--- config.mk ---
export PLATFORM = sky130hd
export DESIGN_NAME = lock_graph_deadlock_detector
export DESIGN_NICKNAME = d
export VERILOG_FILES = /design/src/lgdd_pkg.sv /design/src/lgdd_ram.sv /design/src/lgdd_seq.sv /design/src/lgdd_dp.sv /design/src/lock_graph_deadlock_detector.sv
export SDC_FILE = /design/constraint.sdc
export NUM_CORES = 1
export LEC_CHECK = 0
export BUFFER_PORTS_ARGS = -buffer_cell sky130_fd_sc_hd__buf_2
export CAP_MARGIN = 20
export CORE_UTILIZATION = 40
export CTS_CLUSTER_DIAMETER = 40
export CTS_CLUSTER_SIZE = 10
export DETAILED_ROUTE_END_ITERATION = 7
export MAX_ROUTING_LAYER = met4
export PLACE_DENSITY = 0.54
export SLEW_MARGIN = 10
export SYNTH_ARGS = -nofsm -noshare
export SYNTH_HDL_FRONTEND = slang
export SYNTH_SLANG_ARGS = --single-unit
--- constraint.sdc ---
create_clock -name clk -period 7.1 [get_ports clk]
set_input_delay 1.42 -clock clk [delete_from_list [all_inputs] [get_ports clk]]
set_output_delay 1.42 -clock clk [all_outputs]
set_load 0.05 [all_outputs]
--- src/lgdd_pkg.sv ---
// Shared types, constants and the microcode table of the lock graph deadlock detector.
package lgdd_pkg;

	// Default sizes of the graph
	localparam int NUM_PROCS_DEF = 8;
	localparam int NUM_LOCKS_DEF = 8;
	localparam int NUM_NODES_DEF = 16;

	// Fixed field widths
	localparam int FUNC_W = 3;
	localparam int ID_W   = 3;
	localparam int LOCK_W = 3;

	// Command codes
	localparam logic [FUNC_W-1:0] FUNC_REQUEST    = 3'd0;
	localparam logic [FUNC_W-1:0] FUNC_ALLOCATE   = 3'd1;
	localparam logic [FUNC_W-1:0] FUNC_DEALLOCATE = 3'd2;
	localparam logic [FUNC_W-1:0] FUNC_DETECT     = 3'd3;
	localparam logic [FUNC_W-1:0] FUNC_CLEAR      = 3'd4;

	typedef struct packed {
		logic [FUNC_W-1:0] func;
		logic [ID_W-1:0]   proc_id;
		logic [LOCK_W-1:0] lock_num;
	} cmd_t;

	typedef struct packed {
		logic              cycle_found;
		logic [LOCK_W-1:0] victim_lock;
		logic              victim_valid;
	} result_t;

	// Datapath operations, one per microcode step
	typedef enum logic [4:0] {
		OP_NOP,
		OP_ZERO_SWEEP,
		OP_LATCH,
		OP_RESULT,
		OP_RD_P,
		OP_RD_L,
		OP_WR_P_SETL,
		OP_WR_L_SETP,
		OP_WR_P_CLRL,
		OP_WR_L_CLRP,
		OP_SWEEP_INIT,
		OP_RD_SWEEP,
		OP_WR_SWEEP_CLRP,
		OP_WR_P_ZERO,
		OP_DET_INIT,
		OP_START_ROOT,
		OP_RD_CUR,
		OP_SUCC,
		OP_TRACE_INIT,
		OP_TOUCH_TVAL,
		OP_RD_STACK,
		OP_LOAD_TVAL,
		OP_TOUCH_S,
		OP_PUSH,
		OP_RETIRE,
		OP_POP_RD,
		OP_POP_LOAD,
		OP_ROOT_INC
	} dp_op_t;

	// Jump conditions
	typedef enum logic [4:0] {
		C_NEVER,
		C_ALWAYS,
		C_NO_START,
		C_REQ_OK,
		C_ALLOC_OK,
		C_DEALLOC_OK,
		C_DETECT,
		C_CLEAR_OK,
		C_SWEEP_MORE,
		C_ROOT_END,
		C_ROOT_DONE,
		C_NO_SUCC,
		C_S_FRESH,
		C_S_NOT_ACTIVE,
		C_TVAL_IS_S,
		C_IDX_ZERO,
		C_D_ZERO
	} cond_t;

	// Status flags from the datapath to the sequencer
	typedef struct packed {
		logic req_ok;
		logic alloc_ok;
		logic dealloc_ok;
		logic detect;
		logic clear_ok;
		logic sweep_more;
		logic root_end;
		logic root_done;
		logic no_succ;
		logic s_fresh;
		logic s_not_active;
		logic tval_is_s;
		logic idx_zero;
		logic d_zero;
	} flags_t;

	localparam int UPC_W = 6;
	typedef logic [UPC_W-1:0] upc_t;

	typedef struct packed {
		dp_op_t op;
		cond_t  cond;
		upc_t   target;
	} ctrl_word_t;

	// Step addresses
	localparam upc_t U_ZERO      = 6'd0;
	localparam upc_t U_IDLE      = 6'd1;
	localparam upc_t U_RES       = 6'd7;
	localparam upc_t U_REQ       = 6'd8;
	localparam upc_t U_ALLOC     = 6'd10;
	localparam upc_t U_DEALLOC   = 6'd14;
	localparam upc_t U_CLR       = 6'd16;
	localparam upc_t U_CSWEEP    = 6'd17;
	localparam upc_t U_DET       = 6'd20;
	localparam upc_t U_ROOT      = 6'd21;
	localparam upc_t U_LOOP      = 6'd24;
	localparam upc_t U_TRACE     = 6'd29;
	localparam upc_t U_TRACE_END = 6'd33;
	localparam upc_t U_PUSH      = 6'd34;
	localparam upc_t U_FINISH    = 6'd35;
	localparam upc_t U_NEXT_ROOT = 6'd38;

	function automatic ctrl_word_t cw(input dp_op_t op, input cond_t cond, input upc_t target);
		ctrl_word_t w;
		w.op = op;
		w.cond = cond;
		w.target = target;
		return w;
	endfunction

	// Microcode ROM
	function automatic ctrl_word_t ucode(input upc_t pc);
		ctrl_word_t w;
		case (pc)
			6'd0:  w = cw(OP_ZERO_SWEEP,    C_SWEEP_MORE,   U_ZERO);
			6'd1:  w = cw(OP_LATCH,         C_NO_START,     U_IDLE);
			6'd2:  w = cw(OP_NOP,           C_REQ_OK,       U_REQ);
			6'd3:  w = cw(OP_NOP,           C_ALLOC_OK,     U_ALLOC);
			6'd4:  w = cw(OP_NOP,           C_DEALLOC_OK,   U_DEALLOC);
			6'd5:  w = cw(OP_NOP,           C_DETECT,       U_DET);
			6'd6:  w = cw(OP_NOP,           C_CLEAR_OK,     U_CLR);
			6'd7:  w = cw(OP_RESULT,        C_ALWAYS,       U_IDLE);
			6'd8:  w = cw(OP_RD_P,          C_NEVER,        U_IDLE);
			6'd9:  w = cw(OP_WR_P_SETL,     C_ALWAYS,       U_RES);
			6'd10: w = cw(OP_RD_L,          C_NEVER,        U_IDLE);
			6'd11: w = cw(OP_WR_L_SETP,     C_NEVER,        U_IDLE);
			6'd12: w = cw(OP_RD_P,          C_NEVER,        U_IDLE);
			6'd13: w = cw(OP_WR_P_CLRL,     C_ALWAYS,       U_RES);
			6'd14: w = cw(OP_RD_L,          C_NEVER,        U_IDLE);
			6'd15: w = cw(OP_WR_L_CLRP,     C_ALWAYS,       U_RES);
			6'd16: w = cw(OP_SWEEP_INIT,    C_NEVER,        U_IDLE);
			6'd17: w = cw(OP_RD_SWEEP,      C_NEVER,        U_IDLE);
			6'd18: w = cw(OP_WR_SWEEP_CLRP, C_SWEEP_MORE,   U_CSWEEP);
			6'd19: w = cw(OP_WR_P_ZERO,     C_ALWAYS,       U_RES);
			6'd20: w = cw(OP_DET_INIT,      C_NEVER,        U_IDLE);
			6'd21: w = cw(OP_NOP,           C_ROOT_END,     U_RES);
			6'd22: w = cw(OP_NOP,           C_ROOT_DONE,    U_NEXT_ROOT);
			6'd23: w = cw(OP_START_ROOT,    C_NEVER,        U_IDLE);
			6'd24: w = cw(OP_RD_CUR,        C_NEVER,        U_IDLE);
			6'd25: w = cw(OP_SUCC,          C_NO_SUCC,      U_FINISH);
			6'd26: w = cw(OP_NOP,           C_S_FRESH,      U_PUSH);
			6'd27: w = cw(OP_NOP,           C_S_NOT_ACTIVE, U_LOOP);
			6'd28: w = cw(OP_TRACE_INIT,    C_NEVER,        U_IDLE);
			6'd29: w = cw(OP_NOP,           C_TVAL_IS_S,    U_TRACE_END);
			6'd30: w = cw(OP_TOUCH_TVAL,    C_IDX_ZERO,     U_TRACE_END);
			6'd31: w = cw(OP_RD_STACK,      C_NEVER,        U_IDLE);
			6'd32: w = cw(OP_LOAD_TVAL,     C_ALWAYS,       U_TRACE);
			6'd33: w = cw(OP_TOUCH_S,       C_ALWAYS,       U_LOOP);
			6'd34: w = cw(OP_PUSH,          C_ALWAYS,       U_LOOP);
			6'd35: w = cw(OP_RETIRE,        C_D_ZERO,       U_NEXT_ROOT);
			6'd36: w = cw(OP_POP_RD,        C_NEVER,        U_IDLE);
			6'd37: w = cw(OP_POP_LOAD,      C_ALWAYS,       U_LOOP);
			6'd38: w = cw(OP_ROOT_INC,      C_ALWAYS,       U_ROOT);
			default: w = cw(OP_NOP,         C_ALWAYS,       U_IDLE);
		endcase
		return w;
	endfunction

endpackage

--- src/lgdd_ram.sv ---
// Generic single-write, single-read RAM with registered read data.
module lgdd_ram #(
	parameter int WIDTH = 16,
	parameter int DEPTH = 16
) (
	input  logic                     clk,
	input  logic                     we,
	input  logic [$clog2(DEPTH)-1:0] waddr,
	input  logic [WIDTH-1:0]         wdata,
	input  logic [$clog2(DEPTH)-1:0] raddr,
	output logic [WIDTH-1:0]         rdata
);

	logic [WIDTH-1:0] mem [DEPTH];

	// Write one word; the read word appears in the next cycle
	always_ff @(posedge clk) begin
		if (we) begin
			mem[waddr] <= wdata;
		end
		rdata <= mem[raddr];
	end

endmodule

--- src/lgdd_seq.sv ---
// Microcode sequencer: step counter, control ROM and conditional jumps.
module lgdd_seq (
	input  logic                clk,
	input  logic                arst_n,
	input  logic                start,
	input  lgdd_pkg::flags_t    flags,
	output lgdd_pkg::dp_op_t    op,
	output logic                busy
);

	lgdd_pkg::upc_t       pc_q;
	lgdd_pkg::upc_t       pc_d;
	lgdd_pkg::ctrl_word_t cw;
	logic                 take;

	// Fetch the control word of the current step
	assign cw = lgdd_pkg::ucode(pc_q);

	// Next step: jump when the condition holds, else advance
	always_comb begin
		case (cw.cond)
			lgdd_pkg::C_NEVER:        take = 1'b0;
			lgdd_pkg::C_ALWAYS:       take = 1'b1;
			lgdd_pkg::C_NO_START:     take = !start;
			lgdd_pkg::C_REQ_OK:       take = flags.req_ok;
			lgdd_pkg::C_ALLOC_OK:     take = flags.alloc_ok;
			lgdd_pkg::C_DEALLOC_OK:   take = flags.dealloc_ok;
			lgdd_pkg::C_DETECT:       take = flags.detect;
			lgdd_pkg::C_CLEAR_OK:     take = flags.clear_ok;
			lgdd_pkg::C_SWEEP_MORE:   take = flags.sweep_more;
			lgdd_pkg::C_ROOT_END:     take = flags.root_end;
			lgdd_pkg::C_ROOT_DONE:    take = flags.root_done;
			lgdd_pkg::C_NO_SUCC:      take = flags.no_succ;
			lgdd_pkg::C_S_FRESH:      take = flags.s_fresh;
			lgdd_pkg::C_S_NOT_ACTIVE: take = flags.s_not_active;
			lgdd_pkg::C_TVAL_IS_S:    take = flags.tval_is_s;
			lgdd_pkg::C_IDX_ZERO:     take = flags.idx_zero;
			lgdd_pkg::C_D_ZERO:       take = flags.d_zero;
			default:                  take = 1'b0;
		endcase
		pc_d = take ? cw.target : pc_q + lgdd_pkg::upc_t'(1);
	end

	// Drive the datapath and the handshake
	always_comb begin
		op = cw.op;
		busy = (pc_q != lgdd_pkg::U_IDLE);
	end

	// Hold the step counter; start in the clearing pass
	always_ff @(posedge clk or negedge arst_n) begin
		if (!arst_n) begin
			pc_q <= lgdd_pkg::U_ZERO;
		end else begin
			pc_q <= pc_d;
		end
	end

endmodule

--- src/lgdd_dp.sv ---
// Datapath: edge matrix RAM, DFS path stack, marks and recorded deadlock lock.
module lgdd_dp #(
	parameter int NUM_PROCS = lgdd_pkg::NUM_PROCS_DEF,
	parameter int NUM_LOCKS = lgdd_pkg::NUM_LOCKS_DEF,
	parameter int NUM_NODES = lgdd_pkg::NUM_NODES_DEF
) (
	input  logic               clk,
	input  logic               arst_n,
	input  lgdd_pkg::dp_op_t   op,
	input  lgdd_pkg::cmd_t     cmd,
	output lgdd_pkg::flags_t   flags,
	output logic               done,
	output lgdd_pkg::result_t  result
);

	localparam int NW  = $clog2(NUM_NODES);
	localparam int SW  = NW + 1;
	localparam int STW = NW + SW;
	localparam int LW  = lgdd_pkg::LOCK_W;

	function automatic logic [NUM_NODES-1:0] node_bit(input logic [NW-1:0] n);
		node_bit = NUM_NODES'(1) << n;
	endfunction

	// Latched command
	lgdd_pkg::cmd_t cmd_q;
	logic           pok;
	logic           lok;
	logic [NW-1:0]  pnode;
	logic [NW-1:0]  lnode;

	// Walk state
	logic [SW-1:0]        root_q;
	logic [NW-1:0]        root_idx;
	logic [NW-1:0]        d_q;
	logic [NW-1:0]        cur_node_q;
	logic [SW-1:0]        cur_scan_q;
	logic [NW-1:0]        succ_q;
	logic [NW-1:0]        idx_q;
	logic [NW-1:0]        tval_q;
	logic [NUM_NODES-1:0] done_marks_q;
	logic [NUM_NODES-1:0] active_marks_q;
	logic                 found_q;
	logic [LW-1:0]        rec_lock_q;
	logic                 rec_flag_q;
	logic                 done_q;
	lgdd_pkg::result_t    result_q;

	// Memories
	logic                 e_we;
	logic [NW-1:0]        e_waddr;
	logic [NUM_NODES-1:0] e_wdata;
	logic [NW-1:0]        e_raddr;
	logic [NUM_NODES-1:0] e_rdata;
	logic                 s_we;
	logic [NW-1:0]        s_waddr;
	logic [STW-1:0]       s_wdata;
	logic [NW-1:0]        s_raddr;
	logic [STW-1:0]       s_rdata;
	logic [NW-1:0]        st_node;
	logic [SW-1:0]        st_scan;

	// Successor search and cycle trace
	logic          succ_hit;
	logic [NW-1:0] succ_idx;
	logic [NW-1:0] touch_node;
	logic          touch_lock;
	logic [LW-1:0] touch_val;

	lgdd_ram #(.WIDTH(NUM_NODES), .DEPTH(NUM_NODES)) u_edge_ram (
		.clk   (clk),
		.we    (e_we),
		.waddr (e_waddr),
		.wdata (e_wdata),
		.raddr (e_raddr),
		.rdata (e_rdata)
	);

	lgdd_ram #(.WIDTH(STW), .DEPTH(NUM_NODES)) u_stack_ram (
		.clk   (clk),
		.we    (s_we),
		.waddr (s_waddr),
		.wdata (s_wdata),
		.raddr (s_raddr),
		.rdata (s_rdata)
	);

	assign st_node  = s_rdata[STW-1:SW];
	assign st_scan  = s_rdata[SW-1:0];
	assign root_idx = root_q[NW-1:0];

	// Decode the latched command into node numbers
	always_comb begin
		pok   = (int'(cmd_q.proc_id) < NUM_PROCS) && (int'(cmd_q.proc_id) < NUM_NODES);
		lok   = (int'(cmd_q.lock_num) < NUM_LOCKS) &&
		        (NUM_PROCS + int'(cmd_q.lock_num) < NUM_NODES);
		pnode = NW'(cmd_q.proc_id);
		lnode = NW'(NUM_PROCS + int'(cmd_q.lock_num));
	end

	// Find the first successor at or after the scan position
	always_comb begin
		succ_hit = 1'b0;
		succ_idx = '0;
		for (int k = NUM_NODES - 1; k >= 0; k--) begin
			if (e_rdata[k] && (k >= int'(cur_scan_q))) begin
				succ_hit = 1'b1;
				succ_idx = NW'(k);
			end
		end
	end

	// Pick the node being touched by the cycle trace
	always_comb begin
		touch_node = (op == lgdd_pkg::OP_TOUCH_S) ? succ_q : tval_q;
		touch_lock = (int'(touch_node) >= NUM_PROCS);
		touch_val  = LW'(int'(touch_node) - NUM_PROCS);
	end

	// Status flags for the sequencer
	always_comb begin
		flags.req_ok       = (cmd_q.func == lgdd_pkg::FUNC_REQUEST) && pok && lok;
		flags.alloc_ok     = (cmd_q.func == lgdd_pkg::FUNC_ALLOCATE) && pok && lok;
		flags.dealloc_ok   = (cmd_q.func == lgdd_pkg::FUNC_DEALLOCATE) && pok && lok;
		flags.detect       = (cmd_q.func == lgdd_pkg::FUNC_DETECT);
		flags.clear_ok     = (cmd_q.func == lgdd_pkg::FUNC_CLEAR) && pok;
		flags.sweep_more   = (root_q != SW'(NUM_NODES - 1));
		flags.root_end     = (root_q == SW'(NUM_NODES));
		flags.root_done    = done_marks_q[root_idx];
		flags.no_succ      = !succ_hit;
		flags.s_fresh      = !done_marks_q[succ_q] && !active_marks_q[succ_q];
		flags.s_not_active = !active_marks_q[succ_q];
		flags.tval_is_s    = (tval_q == succ_q);
		flags.idx_zero     = (idx_q == '0);
		flags.d_zero       = (d_q == '0);
	end

	// Edge matrix ports: read-modify-write one row per op pair
	always_comb begin
		e_we    = 1'b0;
		e_waddr = pnode;
		e_wdata = '0;
		e_raddr = cur_node_q;
		case (op)
			lgdd_pkg::OP_ZERO_SWEEP: begin
				e_we    = 1'b1;
				e_waddr = root_idx;
			end
			lgdd_pkg::OP_RD_P:     e_raddr = pnode;
			lgdd_pkg::OP_RD_L:     e_raddr = lnode;
			lgdd_pkg::OP_RD_SWEEP: e_raddr = root_idx;
			lgdd_pkg::OP_RD_CUR:   e_raddr = cur_node_q;
			lgdd_pkg::OP_WR_P_SETL: begin
				e_we    = 1'b1;
				e_wdata = e_rdata | node_bit(lnode);
			end
			lgdd_pkg::OP_WR_P_CLRL: begin
				e_we    = 1'b1;
				e_wdata = e_rdata & ~node_bit(lnode);
			end
			lgdd_pkg::OP_WR_L_SETP: begin
				e_we    = 1'b1;
				e_waddr = lnode;
				e_wdata = e_rdata | node_bit(pnode);
			end
			lgdd_pkg::OP_WR_L_CLRP: begin
				e_we    = 1'b1;
				e_waddr = lnode;
				e_wdata = e_rdata & ~node_bit(pnode);
			end
			lgdd_pkg::OP_WR_SWEEP_CLRP: begin
				e_we    = 1'b1;
				e_waddr = root_idx;
				e_wdata = e_rdata & ~node_bit(pnode);
			end
			lgdd_pkg::OP_WR_P_ZERO: e_we = 1'b1;
			default: ;
		endcase
	end

	// Path stack ports: push the top on descent, read back on pop or trace
	always_comb begin
		s_we    = (op == lgdd_pkg::OP_PUSH);
		s_waddr = d_q;
		s_wdata = {cur_node_q, cur_scan_q};
		s_raddr = (op == lgdd_pkg::OP_RD_STACK) ? (idx_q - NW'(1)) : (d_q - NW'(1));
	end

	// Latch the command beat while idle
	always_ff @(posedge clk) begin
		if (op == lgdd_pkg::OP_LATCH) begin
			cmd_q <= cmd;
		end
	end

	// Walk state, marks, recorded lock and result
	always_ff @(posedge clk or negedge arst_n) begin
		if (!arst_n) begin
			root_q         <= '0;
			d_q            <= '0;
			cur_node_q     <= '0;
			cur_scan_q     <= '0;
			succ_q         <= '0;
			idx_q          <= '0;
			tval_q         <= '0;
			done_marks_q   <= '0;
			active_marks_q <= '0;
			found_q        <= 1'b0;
			rec_lock_q     <= '0;
			rec_flag_q     <= 1'b0;
			done_q         <= 1'b0;
			result_q       <= '0;
		end else begin
			done_q <= 1'b0;
			case (op)
				lgdd_pkg::OP_LATCH: found_q <= 1'b0;
				lgdd_pkg::OP_RESULT: begin
					done_q                <= 1'b1;
					result_q.cycle_found  <= found_q;
					result_q.victim_lock  <= rec_lock_q;
					result_q.victim_valid <= rec_flag_q;
				end
				lgdd_pkg::OP_ZERO_SWEEP:    root_q <= root_q + SW'(1);
				lgdd_pkg::OP_WR_SWEEP_CLRP: root_q <= root_q + SW'(1);
				lgdd_pkg::OP_SWEEP_INIT:    root_q <= '0;
				lgdd_pkg::OP_DET_INIT: begin
					done_marks_q   <= '0;
					active_marks_q <= '0;
					found_q        <= 1'b0;
					root_q         <= '0;
				end
				lgdd_pkg::OP_START_ROOT: begin
					d_q            <= '0;
					cur_node_q     <= root_idx;
					cur_scan_q     <= '0;
					active_marks_q <= active_marks_q | node_bit(root_idx);
				end
				lgdd_pkg::OP_SUCC: begin
					if (succ_hit) begin
						succ_q     <= succ_idx;
						cur_scan_q <= SW'(succ_idx) + SW'(1);
					end
				end
				lgdd_pkg::OP_TRACE_INIT: begin
					idx_q   <= d_q;
					tval_q  <= cur_node_q;
					found_q <= 1'b1;
				end
				lgdd_pkg::OP_TOUCH_TVAL, lgdd_pkg::OP_TOUCH_S: begin
					if (touch_lock) begin
						rec_lock_q <= touch_val;
						rec_flag_q <= 1'b1;
					end
				end
				lgdd_pkg::OP_RD_STACK:  idx_q <= idx_q - NW'(1);
				lgdd_pkg::OP_LOAD_TVAL: tval_q <= st_node;
				lgdd_pkg::OP_PUSH: begin
					d_q            <= d_q + NW'(1);
					cur_node_q     <= succ_q;
					cur_scan_q     <= '0;
					active_marks_q <= active_marks_q | node_bit(succ_q);
				end
				lgdd_pkg::OP_RETIRE: begin
					active_marks_q <= active_marks_q & ~node_bit(cur_node_q);
					done_marks_q   <= done_marks_q | node_bit(cur_node_q);
				end
				lgdd_pkg::OP_POP_RD: d_q <= d_q - NW'(1);
				lgdd_pkg::OP_POP_LOAD: begin
					cur_node_q <= st_node;
					cur_scan_q <= st_scan;
				end
				lgdd_pkg::OP_ROOT_INC: root_q <= root_q + SW'(1);
				default: ;
			endcase
		end
	end

	assign done   = done_q;
	assign result = result_q;

endmodule

--- src/lock_graph_deadlock_detector.sv ---
// Top level of the lock graph deadlock detector.
//
// Keeps a process/lock allocation graph (processes are nodes 0..NUM_PROCS-1, lock k is
// node NUM_PROCS+k) and answers one command beat at a time: a beat is taken when start
// is high and busy is low, and exactly one result beat follows on result, marked by a
// one-cycle done strobe that cannot be held off. A microcoded sequencer steps a small
// datapath around one edge-matrix RAM port and one path-stack RAM port. Detect is a
// depth-first walk over the roots that skips roots already retired, scans each edge,
// pops nodes back off the path and, for each edge that closes a cycle, traces back to
// its target. After reset the block zeroes the edge matrix with busy high before it
// takes a command.
module lock_graph_deadlock_detector #(
	parameter int NUM_PROCS = lgdd_pkg::NUM_PROCS_DEF,
	parameter int NUM_LOCKS = lgdd_pkg::NUM_LOCKS_DEF,
	parameter int NUM_NODES = lgdd_pkg::NUM_NODES_DEF
) (
	input  logic              clk,
	input  logic              arst_n,
	input  logic              start,
	output logic              busy,
	input  lgdd_pkg::cmd_t    cmd,
	output logic              done,
	output lgdd_pkg::result_t result
);

	lgdd_pkg::dp_op_t op;
	lgdd_pkg::flags_t flags;

	// Step through the microcode program
	lgdd_seq u_seq (
		.clk    (clk),
		.arst_n (arst_n),
		.start  (start),
		.flags  (flags),
		.op     (op),
		.busy   (busy)
	);

	// Execute one datapath op per step
	lgdd_dp #(
		.NUM_PROCS (NUM_PROCS),
		.NUM_LOCKS (NUM_LOCKS),
		.NUM_NODES (NUM_NODES)
	) u_dp (
		.clk    (clk),
		.arst_n (arst_n),
		.op     (op),
		.cmd    (cmd),
		.flags  (flags),
		.done   (done),
		.result (result)
	);

endmodule

==> impl_metrics.toml <==
[outcome]
run_status = "completed"

[clock_tree]
clock-root-buffer = "clkbuf_16"
htreeDepth = 3
cts_tree = "done"
cts.sinks = 513
clk_path_buf_depth = 3
numCtsBuffers = 82
cts_setup_buffers = 0
ctsResizeCount = 0
clkLatencyLatePin_ps = 620
clk_pin_slew_ps = 50
ctsHoldBuffers = 0

[setup_path]
cp_cell_sequence = "inv_1 > ha_1 > nor3b_1 > nand2b_1 > o311a_1 > nor3_2 > buf_4 > and2_1 > o31ai_4 > buf_4 > buf_4 > mux2_2 > a221oi_1 > or4b_1"
slowest_delay_ps = 610
worstPathArrival_ps = 6040
critical_path.startpoint_type = "register"
cp.required_ps = 7590
worst_r2r_endpoint = "u_dp.u_edge_ram.rdata[9]$_DFF_P_"
worst-path-buf-inv = 4
end_kind = "register"
rrSetupSlack_ps = 1550
critPathKind = "reg2reg"
rr_worst_depth = 14
crit_family = "compound AO/OA/AOI/OAI gates"
path_common_cell = "buf_4"
r2r_start = "u_seq.pc_q[1]$_DFF_PN0_"
cp_slowest_cell = "o31ai_4"
cp_max_fo = 29

[routing]
drt_pass1_iterations = 6
wl_per_cell_um = 24.1
routed_wl_um = 63700
drt-vias-per-instance = 5.90
drc = 0
vias = 15576
drt_iter0_drc = 1645
antenna_left = 0

[synth]
syn_nets = 1778
yosysWarnings = 0
yosys.area_share.simple_pct = 10.1
synth_compound_area_share_pct = 13.0
synth_xor_area_share_pct = 0.521
ys_types = 91
synth_edf_count = 409
synth.area.mux_share_pct = 10.0
synthArstFlopShare_pct = 15.4
syn_inst = 1748
synth-seq-area-share_pct = 62.8
synth_seq_cells = 513
synth_area_um2 = 23500
synth_ff_type = "edfxtp_1"
synth_top_family_by_area = "compound AO/OA/AOI/OAI gates"
synth_fa_ha_area_share_pct = 0.958
synth.avg_cell_area_um2 = 13.5

[pwr]
p_seq_share_pct = 31.7
p_int_mw = 9.01
switchingPower_mw = 6.18
powerDensity_nw_per_um2 = 554
irDropWorstVdd_mv = 0.299
power.leakage_nw = 9.65
power_mw = 15.2
combPwrFrac_pct = 42.1
clkPwrFrac_pct = 26.1
swShare_pct = 40.7

[run]
maxCapViolations = 0

[die]
rows = 88
die-width_um = 244
pin_count = 19
die_h_um = 244
coreArea_um2 = 57900
start_util_pct = 40.6
die-area_um2 = 59800

[sta]
worst_slew_pin_slew_ps = 1210
finalHoldViolCount = 0
timing.fmax_mhz = 180
post-route-period-util_pct = 78.2
setup_slack_ps = 1550
holdWs_ps = 456
report.final.slew_viol_count = 0
post-route-min-period_ps = 5550
finalClockSkew_ps = 17.7
rsz0062_at_grt = "no"
setup_tns_ps = 0
slew_headroom_pct = 17.2
finalSetupViolations = 0

[layout]
nNetsFinal = 1838
diodes = 0
fin_cells = 2639
area_delta_synth_final_pct = 16.6
multi_input_area_um2 = 8230
fillerInstances = 5159
fin_area_um2 = 27400
drive_gt1_share_pct = 18.8
seq_area_um2 = 14800
final_core_util_pct = 47.4

[global_routing]
grt_pass1_wl_um = 97200
grt.total_usage_pct = 22.2
grt_max_degree = 80
grt_pass1_vias = 15317
grt_overflow = 0
antenna_found_initial = 0

[placement]
io_buffers = 18
place.gp.congestion = 0.862
place_area_um2 = 24600
preCtsSetupSlack_ps = 1630
hpwl_um = 41400
dpl.cell_count = 2484

[min_path]
worstHoldEndpoint = "u_dp.cur_scan_q[4]$_DFFE_PN0P_"
hold_class = "reg2reg"
hold-path-cell-count = 2
hold_start = "u_dp.u_stack_ram.rdata[4]$_DFF_P_"
sequential cells by signal, summed over array words and instances, names as in the netlist, 5 cells and up:
register,count
u_dp.active_marks_q,16
u_dp.cmd_q,9
u_dp.cur_scan_q,5
u_dp.done_marks_q,16
u_dp.result,5
u_dp.root_q,5
u_dp.u_edge_ram.mem,256
u_dp.u_edge_ram.rdata,16
u_dp.u_stack_ram.mem,144
u_dp.u_stack_ram.rdata,9
u_seq.pc_q,6
cell families after synthesis:
| group | Yosys count |
|---|---|
| flip-flops | 513 |
| AND/OR/NAND/NOR | 474 |
| AO/OA/AOI/OAI | 425 |
| multiplexers | 166 |
| buffers and inverters | 138 |
| adder cells (fa/ha/maj) | 18 |
| XOR/XNOR | 14 |
cells in the final DEF (no fill, tap or decap), types with 9 or more instances in the layout:
| cell type | count |
|---|---|
| a22oi_1 | 15 |
| buf_4 | 62 |
| clkbuf_1 | 15 |
| dfxtp_1 | 25 |
| nand3_1 | 60 |
| clkbuf_16 | 84 |
| xnor2_1 | 13 |
| a2111oi_0 | 16 |
| a21boi_0 | 21 |
| o311ai_0 | 16 |
| a32oi_1 | 20 |
| mux4_2 | 51 |
| mux2_2 | 36 |
| o211ai_1 | 11 |
| and2_1 | 18 |
| o21ai_0 | 55 |
| inv_6 | 10 |
| or4b_1 | 16 |
| a32o_1 | 17 |
| dfrtp_1 | 79 |
| nor3_1 | 13 |
| edfxtp_1 | 409 |
| o22ai_1 | 36 |
| a221oi_1 | 20 |
| buf_2 | 17 |
| clkinv_2 | 9 |
| nor2_1 | 107 |
| mux2i_1 | 76 |
| ha_1 | 18 |
| nand2b_1 | 15 |
| and3_1 | 16 |
| inv_1 | 27 |
| nand2_1 | 145 |
| a21oi_1 | 93 |
| nor2b_1 | 31 |
cell type report:
type	instances	area share, %
clock buffers	104	8.12
inverters	29	0.397
repair buffers	85	2.22
well taps	765	3.49
clock inverters	46	1.94
multi-input cells	1097	30.0
flip-flops and latches	513	53.8
routing by layer:
layer  vias up  track usage (%)  wire length [um]
met2       512             34.2             30200
met1      7916             30.2             28300
met3       131             3.26              3270
li1       7017                -                 -
met4         0             7.43              2000
met5         -                -                 0
power by group through the flow:
stage	Combinational [mW]	Clock [mW]	Sequential [mW]
finish	6.40	3.97	4.82
global route	6.93	4.17	4.88
CTS	6.41	4.03	4.82
detailed placement	6.37	0	4.87
global placement	6.29	0	4.86
floorplan	4.53	0	4.57
cell usage after synthesis (18+ instances only):
master	n	area share, %
and2_1	18	0.48
inv_1	27	0.43
edfxtp_1	409	52
nand3_1	60	1.3
o22ai_1	36	0.96
nand2_1	145	2.3
o21ai_0	58	1.2
mux2_2	36	1.7
ha_1	18	0.96
a32oi_1	20	0.75
mux2i_1	77	3.3
a221oi_1	20	0.75
nor2_1	107	1.7
a21boi_0	21	0.67
clkbuf_1	66	1.1
nor2b_1	31	0.82
dfxtp_1	25	2.1
a21oi_1	93	2.0
buf_2	22	0.47
mux4_2	51	4.9
dfrtp_1	79	8.4
worst reg2reg max path, cell delays in order (launching register included):
cell and delay [ps]:
dfrtp_1 480, inv_1 180, ha_1 530, nor3b_1 310, nand2b_1 220, o311a_1 580, nor3_2 70, buf_4 220
and2_1 360, o31ai_4 620, buf_4 480, buf_4 280, mux2_2 350, a221oi_1 310, or4b_1 450
how the worst max path moves through the flow:
stage / cells past startpoint / endpoint / start
2_1_floorplan: 13 / u_dp.u_edge_ram.mem[10][0]$_DFFE_PP_ / u_seq.pc_q[0]$_DFFE_PN0P_
3_3_place_gp: 15 / u_dp.u_edge_ram.rdata[9]$_DFF_P_ / u_seq.pc_q[0]$_DFFE_PN0P_
3_5_place_dp: 14 / u_dp.u_edge_ram.rdata[9]$_DFF_P_ / u_seq.pc_q[1]$_DFF_PN0_
4_1_cts: 14 / u_dp.u_edge_ram.rdata[9]$_DFF_P_ / u_seq.pc_q[1]$_DFF_PN0_
5_1_grt: 14 / u_dp.u_edge_ram.rdata[9]$_DFF_P_ / u_seq.pc_q[1]$_DFF_PN0_
6_report: 14 / u_dp.u_edge_ram.rdata[9]$_DFF_P_ / u_seq.pc_q[1]$_DFF_PN0_
Power figures use the tool's default switching activity.
